===== src/rtl/touch_region_hit_tester_assert.svh =====
// ----------------------------------------------------------------------------
// touch region hit tester assertion macros
// shared assertion forms, sampled on clk and disabled during rst
// ----------------------------------------------------------------------------
`ifndef TOUCH_REGION_HIT_TESTER_ASSERT_SVH
`define TOUCH_REGION_HIT_TESTER_ASSERT_SVH

// consequent must hold in the same cycle as the antecedent
`define TRH_ASSERT_NOW(label, ante, cons, msg) \
  label: assert property (@(posedge clk) disable iff (rst) (ante) |-> (cons)) \
    else $error(msg);

// consequent must hold in the cycle after the antecedent
`define TRH_ASSERT_NEXT(label, ante, cons, msg) \
  label: assert property (@(posedge clk) disable iff (rst) (ante) |=> (cons)) \
    else $error(msg);

`endif


===== src/rtl/trh_pkg.sv =====
// ----------------------------------------------------------------------------
// trh_pkg
// types, codes and reset values shared by the touch region hit tester
// ----------------------------------------------------------------------------
`default_nettype none

package trh_pkg;

  localparam int unsigned NUM_REGIONS_DEF = 16;
  localparam int unsigned IDX_W           = 6;   // slot index, covers up to 64 regions
  localparam int unsigned COORD_W         = 10;
  localparam int unsigned RAW_W           = 12;
  localparam int unsigned LEVEL_W         = 4;
  localparam int unsigned PROD_W          = 28;

  localparam logic [LEVEL_W-1:0] MAX_LEVEL = 4'd15;

  // item operations
  localparam logic [2:0] OP_ADD    = 3'd0;
  localparam logic [2:0] OP_REMOVE = 3'd1;
  localparam logic [2:0] OP_CLEAR  = 3'd2;
  localparam logic [2:0] OP_PAUSE  = 3'd3;
  localparam logic [2:0] OP_RESUME = 3'd4;
  localparam logic [2:0] OP_TOUCH  = 3'd5;

  // result kinds
  localparam logic [2:0] KIND_NONE    = 3'd0;
  localparam logic [2:0] KIND_ADDED   = 3'd1;
  localparam logic [2:0] KIND_FULL    = 3'd2;
  localparam logic [2:0] KIND_PRESS   = 3'd3;
  localparam logic [2:0] KIND_RELEASE = 3'd4;

  // digitizer event codes
  localparam logic [4:0] EV_ABS        = 5'd3;
  localparam logic [5:0] CODE_X        = 6'd0;
  localparam logic [5:0] CODE_Y        = 6'd1;
  localparam logic [5:0] CODE_PRESSURE = 6'd24;

  // register indexes
  localparam logic [2:0] REG_DEAD_BAND   = 3'd0;
  localparam logic [2:0] REG_PRESS_LEVEL = 3'd1;
  localparam logic [2:0] REG_Y_ORIGIN    = 3'd2;
  localparam logic [2:0] REG_X_SCALE     = 3'd3;
  localparam logic [2:0] REG_Y_SCALE     = 3'd4;

  // register reset values
  localparam logic [11:0] DEAD_BAND_RST   = 12'd10;
  localparam logic [11:0] PRESS_LEVEL_RST = 12'd50;
  localparam logic [9:0]  Y_ORIGIN_RST    = 10'd240;
  localparam logic [15:0] X_SCALE_RST     = 16'd20972;
  localparam logic [15:0] Y_SCALE_RST     = 16'd15729;

  // command held for the whole sweep and seen by every cell
  typedef struct packed {
    logic [2:0]         op;
    logic [COORD_W-1:0] rect_left;
    logic [COORD_W-1:0] rect_top;
    logic [COORD_W-1:0] rect_width;
    logic [COORD_W-1:0] rect_height;
    logic [3:0]         slot_number;
    logic [4:0]         event_type;
    logic [5:0]         event_code;
    logic [RAW_W-1:0]   event_value;
  } cmd_t;

  // running result handed from cell to cell
  typedef struct packed {
    logic             free_found;
    logic [IDX_W-1:0] free_idx;
    logic             hit_any;
    logic             hit_multi;
    logic [IDX_W-1:0] hit_first;
    logic [IDX_W-1:0] hit_last;
  } carry_t;

endpackage

`default_nettype wire


===== src/rtl/trh_point.sv =====
// ----------------------------------------------------------------------------
// trh_point
// dead band filter and Q0.16 scaling of the raw X and Y samples
// ----------------------------------------------------------------------------
`default_nettype none

module trh_point (
  input  wire logic                            clk,
  input  wire logic                            rst,
  input  wire logic                            mul_en,
  input  wire logic                            upd_en,
  input  wire trh_pkg::cmd_t                   cmd,
  input  wire logic [11:0]                     dead_band,
  input  wire logic [9:0]                      y_origin,
  input  wire logic [15:0]                     x_scale_q16,
  input  wire logic [15:0]                     y_scale_q16,
  output logic [trh_pkg::RAW_W-1:0]            point_x,
  output logic signed [12:0]                   point_y
);

  logic [trh_pkg::PROD_W-1:0] prod;
  logic [trh_pkg::RAW_W-1:0]  last_raw_x;
  logic [trh_pkg::RAW_W-1:0]  last_raw_y;
  logic [trh_pkg::RAW_W-1:0]  diff_x;
  logic [trh_pkg::RAW_W-1:0]  diff_y;
  logic [15:0]                scale;
  logic                       is_abs;
  logic                       moved_x;
  logic                       moved_y;
  logic signed [12:0]         y_mirror;

  assign scale = (cmd.event_code == trh_pkg::CODE_Y) ? y_scale_q16 : x_scale_q16;

  always_ff @(posedge clk) begin
    if (mul_en) begin
      prod <= trh_pkg::PROD_W'(cmd.event_value * scale);
    end
  end

  assign diff_x = (cmd.event_value > last_raw_x) ? cmd.event_value - last_raw_x
                                                 : last_raw_x - cmd.event_value;
  assign diff_y = (cmd.event_value > last_raw_y) ? cmd.event_value - last_raw_y
                                                 : last_raw_y - cmd.event_value;
  assign moved_x = diff_x > dead_band;
  assign moved_y = diff_y > dead_band;
  assign is_abs  = cmd.event_type == trh_pkg::EV_ABS;
  assign y_mirror = $signed({3'b000, y_origin}) - $signed({1'b0, prod[27:16]});

  always_ff @(posedge clk) begin
    if (rst) begin
      last_raw_x <= '0;
      last_raw_y <= '0;
      point_x    <= '0;
      point_y    <= '0;
    end else if (upd_en && is_abs) begin
      if (cmd.event_code == trh_pkg::CODE_X && moved_x) begin
        point_x    <= prod[27:16];
        last_raw_x <= cmd.event_value;
      end
      if (cmd.event_code == trh_pkg::CODE_Y && moved_y) begin
        point_y    <= y_mirror;
        last_raw_y <= cmd.event_value;
      end
    end
  end

endmodule

`default_nettype wire


===== src/rtl/trh_cell.sv =====
// ----------------------------------------------------------------------------
// trh_cell
// one table slot: rectangle, enable count and its step of the token sweep
// ----------------------------------------------------------------------------
`default_nettype none

module trh_cell #(
  parameter int unsigned IDX = 0
) (
  input  wire logic                          clk,
  input  wire logic                          rst,
  input  wire trh_pkg::cmd_t                 cmd,
  input  wire logic [trh_pkg::RAW_W-1:0]     point_x,
  input  wire logic signed [12:0]            point_y,
  input  wire logic                          tok_in,
  input  wire trh_pkg::carry_t               carry_in,
  output logic                               tok_out,
  output trh_pkg::carry_t                    carry_out
);

  localparam logic [trh_pkg::IDX_W-1:0] MY_IDX = IDX[trh_pkg::IDX_W-1:0];

  logic [trh_pkg::COORD_W-1:0] left;
  logic [trh_pkg::COORD_W-1:0] top;
  logic [trh_pkg::COORD_W-1:0] wide;
  logic [trh_pkg::COORD_W-1:0] tall;
  logic [trh_pkg::LEVEL_W-1:0] level;
  logic [trh_pkg::LEVEL_W-1:0] level_next;
  logic [trh_pkg::COORD_W:0]   right;
  logic [trh_pkg::COORD_W:0]   bottom;
  logic                        hit;
  logic                        take_free;
  trh_pkg::carry_t             carry_next;

  assign right  = {1'b0, left} + {1'b0, wide};
  assign bottom = {1'b0, top} + {1'b0, tall};

  // strict containment, only for slots enabled exactly once
  assign hit = (level == 4'd1) &&
               (point_x > {2'b00, left}) && (point_x < {1'b0, right}) &&
               (point_y > $signed({3'b000, top})) && (point_y < $signed({2'b00, bottom}));

  assign take_free = (cmd.op == trh_pkg::OP_ADD) && (level == '0) && !carry_in.free_found;

  always_comb begin
    carry_next = carry_in;
    if (take_free) begin
      carry_next.free_found = 1'b1;
      carry_next.free_idx   = MY_IDX;
    end
    if (hit) begin
      if (!carry_in.hit_any) begin
        carry_next.hit_any   = 1'b1;
        carry_next.hit_first = MY_IDX;
      end else begin
        carry_next.hit_multi = 1'b1;
      end
      carry_next.hit_last = MY_IDX;
    end
  end

  always_comb begin
    level_next = level;
    unique case (cmd.op)
      trh_pkg::OP_ADD: begin
        if (take_free) level_next = 4'd1;
      end
      trh_pkg::OP_REMOVE: begin
        if ({2'b00, cmd.slot_number} == MY_IDX) level_next = '0;
      end
      trh_pkg::OP_CLEAR: begin
        level_next = '0;
      end
      trh_pkg::OP_PAUSE: begin
        if (level != '0 && level != trh_pkg::MAX_LEVEL) level_next = level + 4'd1;
      end
      trh_pkg::OP_RESUME: begin
        if (level != '0) level_next = level - 4'd1;
      end
      default: begin
        level_next = level;
      end
    endcase
  end

  always_ff @(posedge clk) begin
    if (rst) begin
      level   <= '0;
      tok_out <= 1'b0;
    end else begin
      tok_out <= tok_in;
      if (tok_in) level <= level_next;
    end
  end

  always_ff @(posedge clk) begin
    if (tok_in) carry_out <= carry_next;
    if (tok_in && take_free) begin
      left <= cmd.rect_left;
      top  <= cmd.rect_top;
      wide <= cmd.rect_width;
      tall <= cmd.rect_height;
    end
  end

endmodule

`default_nettype wire


===== src/rtl/touch_region_hit_tester.sv =====
// an item runs through the multiply, point update, sweep and done states before its result
// reaches m_axis, and s_axis_tready stays low until idle; the sweep token walks the cell row
// one cell per cycle, starting in the point update stage that follows a multiply stage
// a finished result waits in the output register while the next item is accepted
// reset (rst, synchronous): enable counts, point, highlight and registers to defaults;
// rectangle stores are not cleared and need no clearing pass
// ----------------------------------------------------------------------------
// touch_region_hit_tester
// table of touch rectangles with nesting enables and a digitizer hit tester
// ----------------------------------------------------------------------------
`default_nettype none

`include "touch_region_hit_tester_assert.svh"

module touch_region_hit_tester #(
  parameter int unsigned NUM_REGIONS = trh_pkg::NUM_REGIONS_DEF
) (
  input  wire logic        clk,
  input  wire logic        rst,
  input  wire logic        cfg_valid,
  output logic             cfg_ready,
  input  wire logic [2:0]  cfg_index,
  input  wire logic [15:0] cfg_data,
  input  wire logic        s_axis_tvalid,
  output logic             s_axis_tready,
  // rect_left, rect_top, rect_width, rect_height, slot_number, event_type,
  // event_code, event_value, zero fill
  input  wire logic [71:0] s_axis_tdata,
  // op
  input  wire logic [2:0]  s_axis_tuser,
  output logic             m_axis_tvalid,
  input  wire logic        m_axis_tready,
  // region_slot, point_x_out, point_y_out, zero fill
  output logic [31:0]      m_axis_tdata,
  // result_kind
  output logic [2:0]       m_axis_tuser
);

  localparam logic [2:0] S_IDLE  = 3'd0;
  localparam logic [2:0] S_MUL   = 3'd1;
  localparam logic [2:0] S_UPD   = 3'd2;
  localparam logic [2:0] S_SWEEP = 3'd3;
  localparam logic [2:0] S_DONE  = 3'd4;

  logic [2:0]  state;
  logic [2:0]  state_next;

  logic [11:0] dead_band;
  logic [11:0] press_level;
  logic [9:0]  y_origin;
  logic [15:0] x_scale_q16;
  logic [15:0] y_scale_q16;

  trh_pkg::cmd_t cmd;
  trh_pkg::carry_t res;

  logic [trh_pkg::RAW_W-1:0]  point_x;
  logic signed [12:0]         point_y;
  logic [NUM_REGIONS:0]       tok;
  trh_pkg::carry_t            carry [NUM_REGIONS+1];

  logic                       hl_valid;
  logic [trh_pkg::IDX_W-1:0]  hl_idx;

  logic        out_valid;
  logic [2:0]  out_kind;
  logic [3:0]  out_slot;
  logic [11:0] out_px;
  logic [12:0] out_py;

  logic        accept;
  logic        out_free;
  logic        is_pressure;
  logic        changed;
  logic [2:0]  kind;
  logic [3:0]  slot;

  // configuration
  assign cfg_ready = 1'b1;

  always_ff @(posedge clk) begin
    if (rst) begin
      dead_band   <= trh_pkg::DEAD_BAND_RST;
      press_level <= trh_pkg::PRESS_LEVEL_RST;
      y_origin    <= trh_pkg::Y_ORIGIN_RST;
      x_scale_q16 <= trh_pkg::X_SCALE_RST;
      y_scale_q16 <= trh_pkg::Y_SCALE_RST;
    end else if (cfg_valid && cfg_ready) begin
      unique case (cfg_index)
        trh_pkg::REG_DEAD_BAND:   dead_band   <= cfg_data[11:0];
        trh_pkg::REG_PRESS_LEVEL: press_level <= cfg_data[11:0];
        trh_pkg::REG_Y_ORIGIN:    y_origin    <= cfg_data[9:0];
        trh_pkg::REG_X_SCALE:     x_scale_q16 <= cfg_data;
        trh_pkg::REG_Y_SCALE:     y_scale_q16 <= cfg_data;
        default: begin
        end
      endcase
    end
  end

  // input transaction
  assign s_axis_tready = state == S_IDLE;
  assign accept        = s_axis_tvalid && s_axis_tready;

  always_ff @(posedge clk) begin
    if (accept) begin
      cmd.op          <= s_axis_tuser;
      cmd.rect_left   <= s_axis_tdata[9:0];
      cmd.rect_top    <= s_axis_tdata[19:10];
      cmd.rect_width  <= s_axis_tdata[29:20];
      cmd.rect_height <= s_axis_tdata[39:30];
      cmd.slot_number <= s_axis_tdata[43:40];
      cmd.event_type  <= s_axis_tdata[48:44];
      cmd.event_code  <= s_axis_tdata[54:49];
      cmd.event_value <= s_axis_tdata[66:55];
    end
  end

  trh_point u_point (
    .clk         (clk),
    .rst         (rst),
    .mul_en      (state == S_MUL),
    .upd_en      (state == S_UPD && cmd.op == trh_pkg::OP_TOUCH),
    .cmd         (cmd),
    .dead_band   (dead_band),
    .y_origin    (y_origin),
    .x_scale_q16 (x_scale_q16),
    .y_scale_q16 (y_scale_q16),
    .point_x     (point_x),
    .point_y     (point_y)
  );

  // token launched into the first cell during the update stage
  assign tok[0]   = state == S_UPD;
  assign carry[0] = '0;

  for (genvar g = 0; g < NUM_REGIONS; g++) begin : g_cell
    trh_cell #(
      .IDX (g)
    ) u_cell (
      .clk       (clk),
      .rst       (rst),
      .cmd       (cmd),
      .point_x   (point_x),
      .point_y   (point_y),
      .tok_in    (tok[g]),
      .carry_in  (carry[g]),
      .tok_out   (tok[g+1]),
      .carry_out (carry[g+1])
    );
  end

  always_ff @(posedge clk) begin
    if (state == S_SWEEP && tok[NUM_REGIONS]) res <= carry[NUM_REGIONS];
  end

  assign out_free = !out_valid || m_axis_tready;

  always_comb begin
    state_next = state;
    unique case (state)
      S_IDLE:  if (accept) state_next = S_MUL;
      S_MUL:   state_next = S_UPD;
      S_UPD:   state_next = S_SWEEP;
      S_SWEEP: if (tok[NUM_REGIONS]) state_next = S_DONE;
      S_DONE:  if (out_free) state_next = S_IDLE;
      default: state_next = S_IDLE;
    endcase
  end

  // result of the finished sweep
  assign is_pressure = cmd.op == trh_pkg::OP_TOUCH && cmd.event_type == trh_pkg::EV_ABS &&
                       cmd.event_code == trh_pkg::CODE_PRESSURE;
  // a single hit on the slot already highlighted changes nothing
  assign changed = res.hit_any && (res.hit_multi || !hl_valid || hl_idx != res.hit_first);

  always_comb begin
    kind = trh_pkg::KIND_NONE;
    slot = '0;
    if (cmd.op == trh_pkg::OP_ADD) begin
      if (res.free_found) begin
        kind = trh_pkg::KIND_ADDED;
        slot = res.free_idx[3:0];
      end else begin
        kind = trh_pkg::KIND_FULL;
      end
    end else if (is_pressure) begin
      if (cmd.event_value == '0) begin
        if (res.hit_any) begin
          kind = trh_pkg::KIND_RELEASE;
          slot = res.hit_first[3:0];
        end
      end else if (cmd.event_value > press_level && changed) begin
        kind = trh_pkg::KIND_PRESS;
        slot = res.hit_last[3:0];
      end
    end
  end

  always_ff @(posedge clk) begin
    if (rst) begin
      state     <= S_IDLE;
      out_valid <= 1'b0;
      hl_valid  <= 1'b0;
    end else begin
      state <= state_next;
      if (state == S_DONE && out_free) begin
        out_valid <= 1'b1;
        if (cmd.op == trh_pkg::OP_PAUSE) begin
          hl_valid <= 1'b0;
        end else if (is_pressure) begin
          if (cmd.event_value == '0) begin
            hl_valid <= 1'b0;
          end else if (cmd.event_value > press_level && res.hit_any) begin
            hl_valid <= 1'b1;
          end
        end
      end else if (m_axis_tvalid && m_axis_tready) begin
        out_valid <= 1'b0;
      end
    end
  end

  always_ff @(posedge clk) begin
    if (state == S_DONE && out_free) begin
      out_kind <= kind;
      out_slot <= slot;
      out_px   <= point_x;
      out_py   <= point_y;
      if (is_pressure && cmd.event_value != '0 && cmd.event_value > press_level &&
          res.hit_any) begin
        hl_idx <= res.hit_last;
      end
    end
  end

  assign m_axis_tvalid = out_valid;
  assign m_axis_tuser  = out_kind;
  assign m_axis_tdata  = {3'b000, out_py, out_px, out_slot};

  `TRH_ASSERT_NOW(a_one_token, 1'b1, $countones(tok) <= 1, "more than one sweep token")
  `TRH_ASSERT_NOW(a_token_in_sweep, tok[NUM_REGIONS], state == S_SWEEP,
    "sweep token left the row outside the sweep state")
  `TRH_ASSERT_NEXT(a_accept_starts, accept, state == S_MUL && !s_axis_tready,
    "accepted transaction did not start the multiply stage")
  `TRH_ASSERT_NOW(a_hl_range, hl_valid, 32'(hl_idx) < NUM_REGIONS,
    "highlight slot beyond the table")

endmodule

`default_nettype wire


===== config.mk =====
export PLATFORM = sky130hd
export DESIGN_NAME = touch_region_hit_tester
export DESIGN_NICKNAME = d
export VERILOG_FILES = /design/src/rtl/trh_pkg.sv /design/src/rtl/trh_point.sv /design/src/rtl/trh_cell.sv /design/src/rtl/touch_region_hit_tester.sv
export VERILOG_INCLUDE_DIRS = /design/src /design/src/rtl
export SDC_FILE = /design/constraint.sdc
export NUM_CORES = 2
export LEC_CHECK = 0
export ABC_AREA = 1
export ABC_CLOCK_PERIOD_IN_PS = 16900
export BUFFER_PORTS_ARGS = -buffer_cell sky130_fd_sc_hd__buf_2
export CORE_ASPECT_RATIO = 1.1
export CORE_MARGIN = 10
export CORE_UTILIZATION = 70
export CTS_CLUSTER_SIZE = 28
export DETAILED_ROUTE_END_ITERATION = 8
export HOLD_SLACK_MARGIN = 0.06
export PLACE_DENSITY = 0.91
export SLEW_MARGIN = 5
export SYNTH_ARGS = -nofsm -noshare
export SYNTH_HDL_FRONTEND = slang
export SYNTH_SLANG_ARGS = --single-unit

===== constraint.sdc =====
create_clock -name clk -period 16.9 [get_ports clk]
set_clock_uncertainty 0.1 [all_clocks]
set_input_delay 1.69 -clock clk [delete_from_list [all_inputs] [get_ports clk]]
set_output_delay 1.69 -clock clk [all_outputs]
set_load 0.05 [all_outputs]

# Word-level counts from Yosys, hierarchy flattened
# Cells that the tools add are included.
# op_classes
n_mul,1
n_addsub,69
eq_ne,131
muxes,152
magnitude_cmp,69
reduce_logical,232
# ops
op,count
adder 10 x 10 -> 11 bit,32
one-hot mux 4 bit (5 select lines),16
two-way mux 4 bit,70
greater-than comparator 13 x 11 -> 1 bit,16
< comparator 13 x 12 -> 1 bit,16
two-way mux 13 bit,15
greater-than comparator 12 x 10 -> 1 bit,16
< comparator 12 x 11 -> 1 bit,16
logical AND 1 bit,143
"inequality test 2 x 1 -> 1 bit, second input constant",66
AND reduction 6 bit,16
two-way mux 6 bit,15
"== test 4 x 1 -> 1 bit, second input constant",17
zero test 4 bit,17
"adder 4 x 1 -> 4 bit, second input constant",16
"inequality test 4 bit, second input constant",16
nonzero test 4 bit,16
"subtractor 4 x 1 -> 4 bit, second input constant",16
greater-than comparator 12 bit,5
subtractor 12 bit,4
"== test 4 bit, second input constant",8
multiplier 12 x 16 -> 28 bit,1
two-way mux 12 bit,2
two-way mux 1 bit,21
28 further kinds,78
# totals
out_inout_bits,38
in_bits,99
elab_cells,879
register_bits,1299

# Depth between registers and ports, before layout
# depth
depth_word,9
mapped_depth,29
mapped_depth_nobuf,29

# Cells and area by module
# A second synthesis with hierarchy kept.
# unflattened
hier_cells,10351
area_unflattened_um2,91321.3
# modules_own_cells
mod,instances,area_each_um2,cells_per_inst,seq_area_each_um2
trh_cell (g_cell[10].u_cell ...),5,4519.3,502,1931.9
trh_cell (g_cell[11].u_cell ...),3,4436.8,490,1931.9
trh_point,1,11778.8,1632,1341.3
trh_cell (g_cell[1].u_cell ...),2,4544.4,505,1931.9
touch_region_hit_tester,1,7293.2,645,5235.0
trh_cell (g_cell[8].u_cell),1,4631.9,530,1931.9
trh_cell (g_cell[9].u_cell),1,4575.6,525,1931.9
trh_cell (g_cell[7].u_cell),1,4540.6,518,1931.9
trh_cell (g_cell[4].u_cell),1,4530.6,504,1931.9
trh_cell (g_cell[15].u_cell),1,4508.1,508,1931.9
trh_cell (g_cell[0].u_cell),1,4466.8,499,1931.9

# Worst setup path after synthesis
# OpenSTA, ideal clock, no wires.
# synth_path
kind,input to register
start,in s_axis_tvalid
end,reg cmd[0] (netlist name)
setup_time_ns,0.584
setup_slack_ns,9.742
stages,2
n_path_buf,0
t_required_ns,16.216
arrival_ns,6.474
path_cell_list,inv_1 -> nor3_1
# synth_via
elab_chain_len,1
# synth_rtl
element,line,text
start: declaration,touch_region_hit_tester.sv:24,"input wire logic s_axis_tvalid,"
logical AND 1 bit,touch_region_hit_tester.sv:103,assign accept = s_axis_tvalid && s_axis_tready;
via accept,touch_region_hit_tester.sv:71,logic accept;
# The timed path passes the listed nets, and every way through them passes these cells.
# A chain may end at the register's enable or synchronous reset.

# Worst setup path in the final report
# layout_path
start,reg cmd[15] (netlist name)
end,reg u_point.prod[27] (netlist name) (data pin)
# layout_via
elab_chain_len,3
# layout_rtl
element,line,text
== test 6 x 1 -> 1 bit,trh_point.sv:32,assign scale = (cmd.event_code == trh_pkg::CODE_Y) ? y_scale_q16 : x_scale_q16;
two-way mux 16 bit,trh_point.sv:32,
multiplier 12 x 16 -> 28 bit,trh_point.sv:36,prod <= trh_pkg::PROD_W'(cmd.event_value * scale);
end signal: assignment,trh_point.sv:36,
end: declaration,trh_point.sv:21,logic [trh_pkg::PROD_W-1:0] prod;
# No other way between the ends.

==> impl_metrics.toml <==
[run_status]
outcome = "complete, no violations"

[drt]
route.detailed.wl_per_inst_um = 23.0
viasPerCell = 6.45
drtIter0Drc = 7807
routed_wl_um = 231000
ant_nets = 0
drt_pass_1_iters = 9
vias = 64816
detail_route.drc_violations = 0

[global_route]
grt.overflow.total = 0
track_usage_pct = 35.7
grt_pass1_vias = 65762
antenna_found_initial = 14
grt_pass1_wl_um = 353000
grt_max_degree = 92

[floorplanning]
std_cell_rows = 129
design.portCount = 137
die_area_sq_um = 127000
core_sq_um = 112000
initial_utilization_pct = 70.4
die_w_um = 340
vert_die_dim_um = 372

[sta]
fmax_mhz = 134
final.min_clock_period_ps = 7470
tightest_slew_ps = 1340
timing_max_transition_violations_final = 0
fin_crit_sh_pct = 44.2
setup_violations = 0
grt_setup_unrepaired = "no"
fin_tns_setup_ps = 0
final_hold_viol_count = 0
relSlewSlack_pct = 11.0

[placed_design]
finalWeightedCongestion = 0.957
dp_hpwl_um = 153000
port_buffers = 127
inst_count_dp = 9819

[worst_setup_path]
setup.worst_path.end_class = "register"
cp_required_ps = 17340
critical_path_arrival_ps = 7910
worstPathMaxFanout = 23
setup.worst_path.class = "reg2reg"
worstSetupStartpointType = "register"

[final_layout]
final_nets = 9886
area.growth.synth_to_final_pct = 8.44
seqCellArea_sq_um = 33100
final_cells = 10050
drive_gt1_share_pct = 6.42
multiInputGateArea_sq_um = 41200
fill_cells = 6600

[clocking]
cts_setup_buffers = 0
clkLatencyLatePin_ps = 800
cts_buffer_depth = 3
cts_resized = 0
clk_transition_reported_paths_ps = 60
holdBufCountCts = 0
clock-sinks = 1167
cts_tree = "done"
deepest_level_of_the_cts_h_tree = 3
numCtsBuffers = 118
clockRootBuffer = "sky130_fd_sc_hd__clkbuf_16"

[logic_synthesis]
synth_cell_types = 65
number_of_synthesized_flops_with_an_enable_pin = 967
syn-mean-instance-area_sq_um = 9.58
async_reset_ff_share_pct = 0
synth-warning-count = 0
synth_ff_type = "sky130_fd_sc_hd__edfxtp_1"
synth_seq_cells = 1167
synthesis.area_sq_um = 78900
synth-seq-area-share_pct = 41.9
synthCells = 8238

[power_and_ir_drop]
power.density_nw_per_um2 = 91.0
static-leakage-power_nw = 38.9
power_w = 0.00779
ir_worst_vdd_uv = 214

[worst_hold_path]
holdCritPathClass = "reg2reg"

[flow_run]
drv_cap = 0
[worst max-delay path, stage by stage, from the launching register on]
cell and delay (ps):
sky130_fd_sc_hd__edfxtp_1 420, sky130_fd_sc_hd__nor2_1 270, sky130_fd_sc_hd__nand3_1 740, sky130_fd_sc_hd__inv_1 620
sky130_fd_sc_hd__or2_2 190, sky130_fd_sc_hd__o21ai_0 210, sky130_fd_sc_hd__inv_1 370, sky130_fd_sc_hd__nand2_1 130
sky130_fd_sc_hd__fa_1 550, sky130_fd_sc_hd__inv_1 50, sky130_fd_sc_hd__fa_1 480, sky130_fd_sc_hd__fa_1 540
sky130_fd_sc_hd__fa_1 550, sky130_fd_sc_hd__inv_1 50, sky130_fd_sc_hd__fa_1 530, sky130_fd_sc_hd__inv_1 40
sky130_fd_sc_hd__ha_1 320, sky130_fd_sc_hd__nand2_1 160, sky130_fd_sc_hd__inv_1 50, sky130_fd_sc_hd__a21boi_0 190
sky130_fd_sc_hd__inv_1 80, sky130_fd_sc_hd__a21oi_1 230, sky130_fd_sc_hd__o211a_1 190, sky130_fd_sc_hd__nand2_1 50
sky130_fd_sc_hd__nand2_1 50, sky130_fd_sc_hd__nand2_1 60
[state kept, by name (all words and copies together), names as in the netlist, 13 cells and up]
register                 count
g_cell.u_cell.left         160
g_cell.u_cell.tall         160
res                         15
cmd                         70
g_cell.u_cell.carry_out    194
g_cell.u_cell.wide         160
g_cell.u_cell.tok_out       16
u_point.point_y             13
g_cell.u_cell.top          160
y_scale_q16                 16
out_py                      13
x_scale_q16                 16
g_cell.u_cell.level         64
[cells in the mapped netlist (all sizes together), types with 164 or more instances]
cell,instances,share of area [%]
edfxtp,967,37
fa,176,4.5
ha,1178,19
dfxtp,200,5.1
nor3,164,1.1
nor2,653,3.2
nand3,247,1.7
inv,1126,5.4
xor2,222,2.5
nand2,1265,6.0
o21ai,328,2.1
a21oi,853,5.5
[cell usage in the layout, fill, tap and decap left out, drive strengths merged, types with 24 or more instances in the layout]
cell,synthesis,layout
nor3,164,164
or2,44,44
ha,1178,1178
o31ai,29,29
nand3,247,247
o21a,33,33
nor2,653,653
edfxtp,967,967
o21ai,328,328
buf,51,201
o21bai,75,75
a21oi,853,853
xnor2,108,108
nand4,108,108
clkinv,10,49
fa,176,176
inv,1126,1134
o211ai,83,83
a21o,74,74
clkbuf,77,146
a211oi,24,24
dfxtp,200,200
nor4,47,47
xor2,222,222
nand2,1265,1265
[routing by layer]
| metal | global-route usage (%) | up-vias | part of all wire (%) |
|---|---|---|---|
| li1 | - | 28810 | - |
| met1 | 40.3 | 30129 | 33 |
| met2 | 56.8 | 4446 | 44 |
| met3 | 9.94 | 1427 | 13 |
| met4 | 28.4 | 4 | 9.5 |
| met5 | 0.0379 | - | 0.013 |
[area by class of cell]
| class | instances | area share [%] |
|---|---|---|
| multi-input combinational | 5809 | 48.1 |
| sequential | 1167 | 38.6 |
| inverter | 1136 | 4.99 |
| clock buffer | 146 | 3.63 |
| tap | 1506 | 2.20 |
| timing repair buffer | 201 | 1.39 |
| clock inverter | 75 | 1.04 |
| antenna | 10 | 0.0292 |
[final timing paths]
path	from	endpoint	slack, ps	cells after the start
worst max-delay path	cmd[15]$_DFFE_PP_	u_point.prod[27]$_DFFE_PP_	9430	25
worst min-delay path	g_cell[15].u_cell.carry_out[16]$_SDFFCE_PP1P_	res[16]$_DFFE_PP_	320	0
worst max register to register	cmd[15]$_DFFE_PP_	u_point.prod[27]$_DFFE_PP_	9430	25
worst min register to register	g_cell[15].u_cell.carry_out[16]$_SDFFCE_PP1P_	res[16]$_DFFE_PP_	320	0
[per-stage QoR]
| step | setup slack [ps] | utilization, % | cell area, sq um | hold slack (ps) |
|---|---|---|---|---|
| after floorplan | 9740 | - | 78900 | 300 |
| after global placement | 9690 | 72.7 | 81600 | 302 |
| after detailed placement | 9590 | 72.7 | 81600 | 305 |
| after CTS | 9560 | 76.3 | 85600 | 320 |
| after global routing | 9060 | 76.3 | 85600 | 323 |
| final | 9430 | 76.3 | 85600 | 319 |
[logic make-up after synthesis]
family | Yosys count | synth area share (%)
and+or+nand+nor | 2555 | 13.8
AOI/OAI and AO/OA | 1566 | 11.4
adders and majority gates | 1354 | 23.1
buffers and inverters | 1264 | 6.17
DFF | 1167 | 41.9
xor gates and xnor gates | 330 | 3.66
other | 2 | 0.00951
[power breakdown]
group	switching, W	internal, W	leakage (nW)
clock network	0.00120	0.00154	1.91
registers	0.0000816	0.00320	10.4
logic	0.00116	0.000600	26.6
total	0.00244	0.00534	38.9
Power figures use the tool's default switching activity.
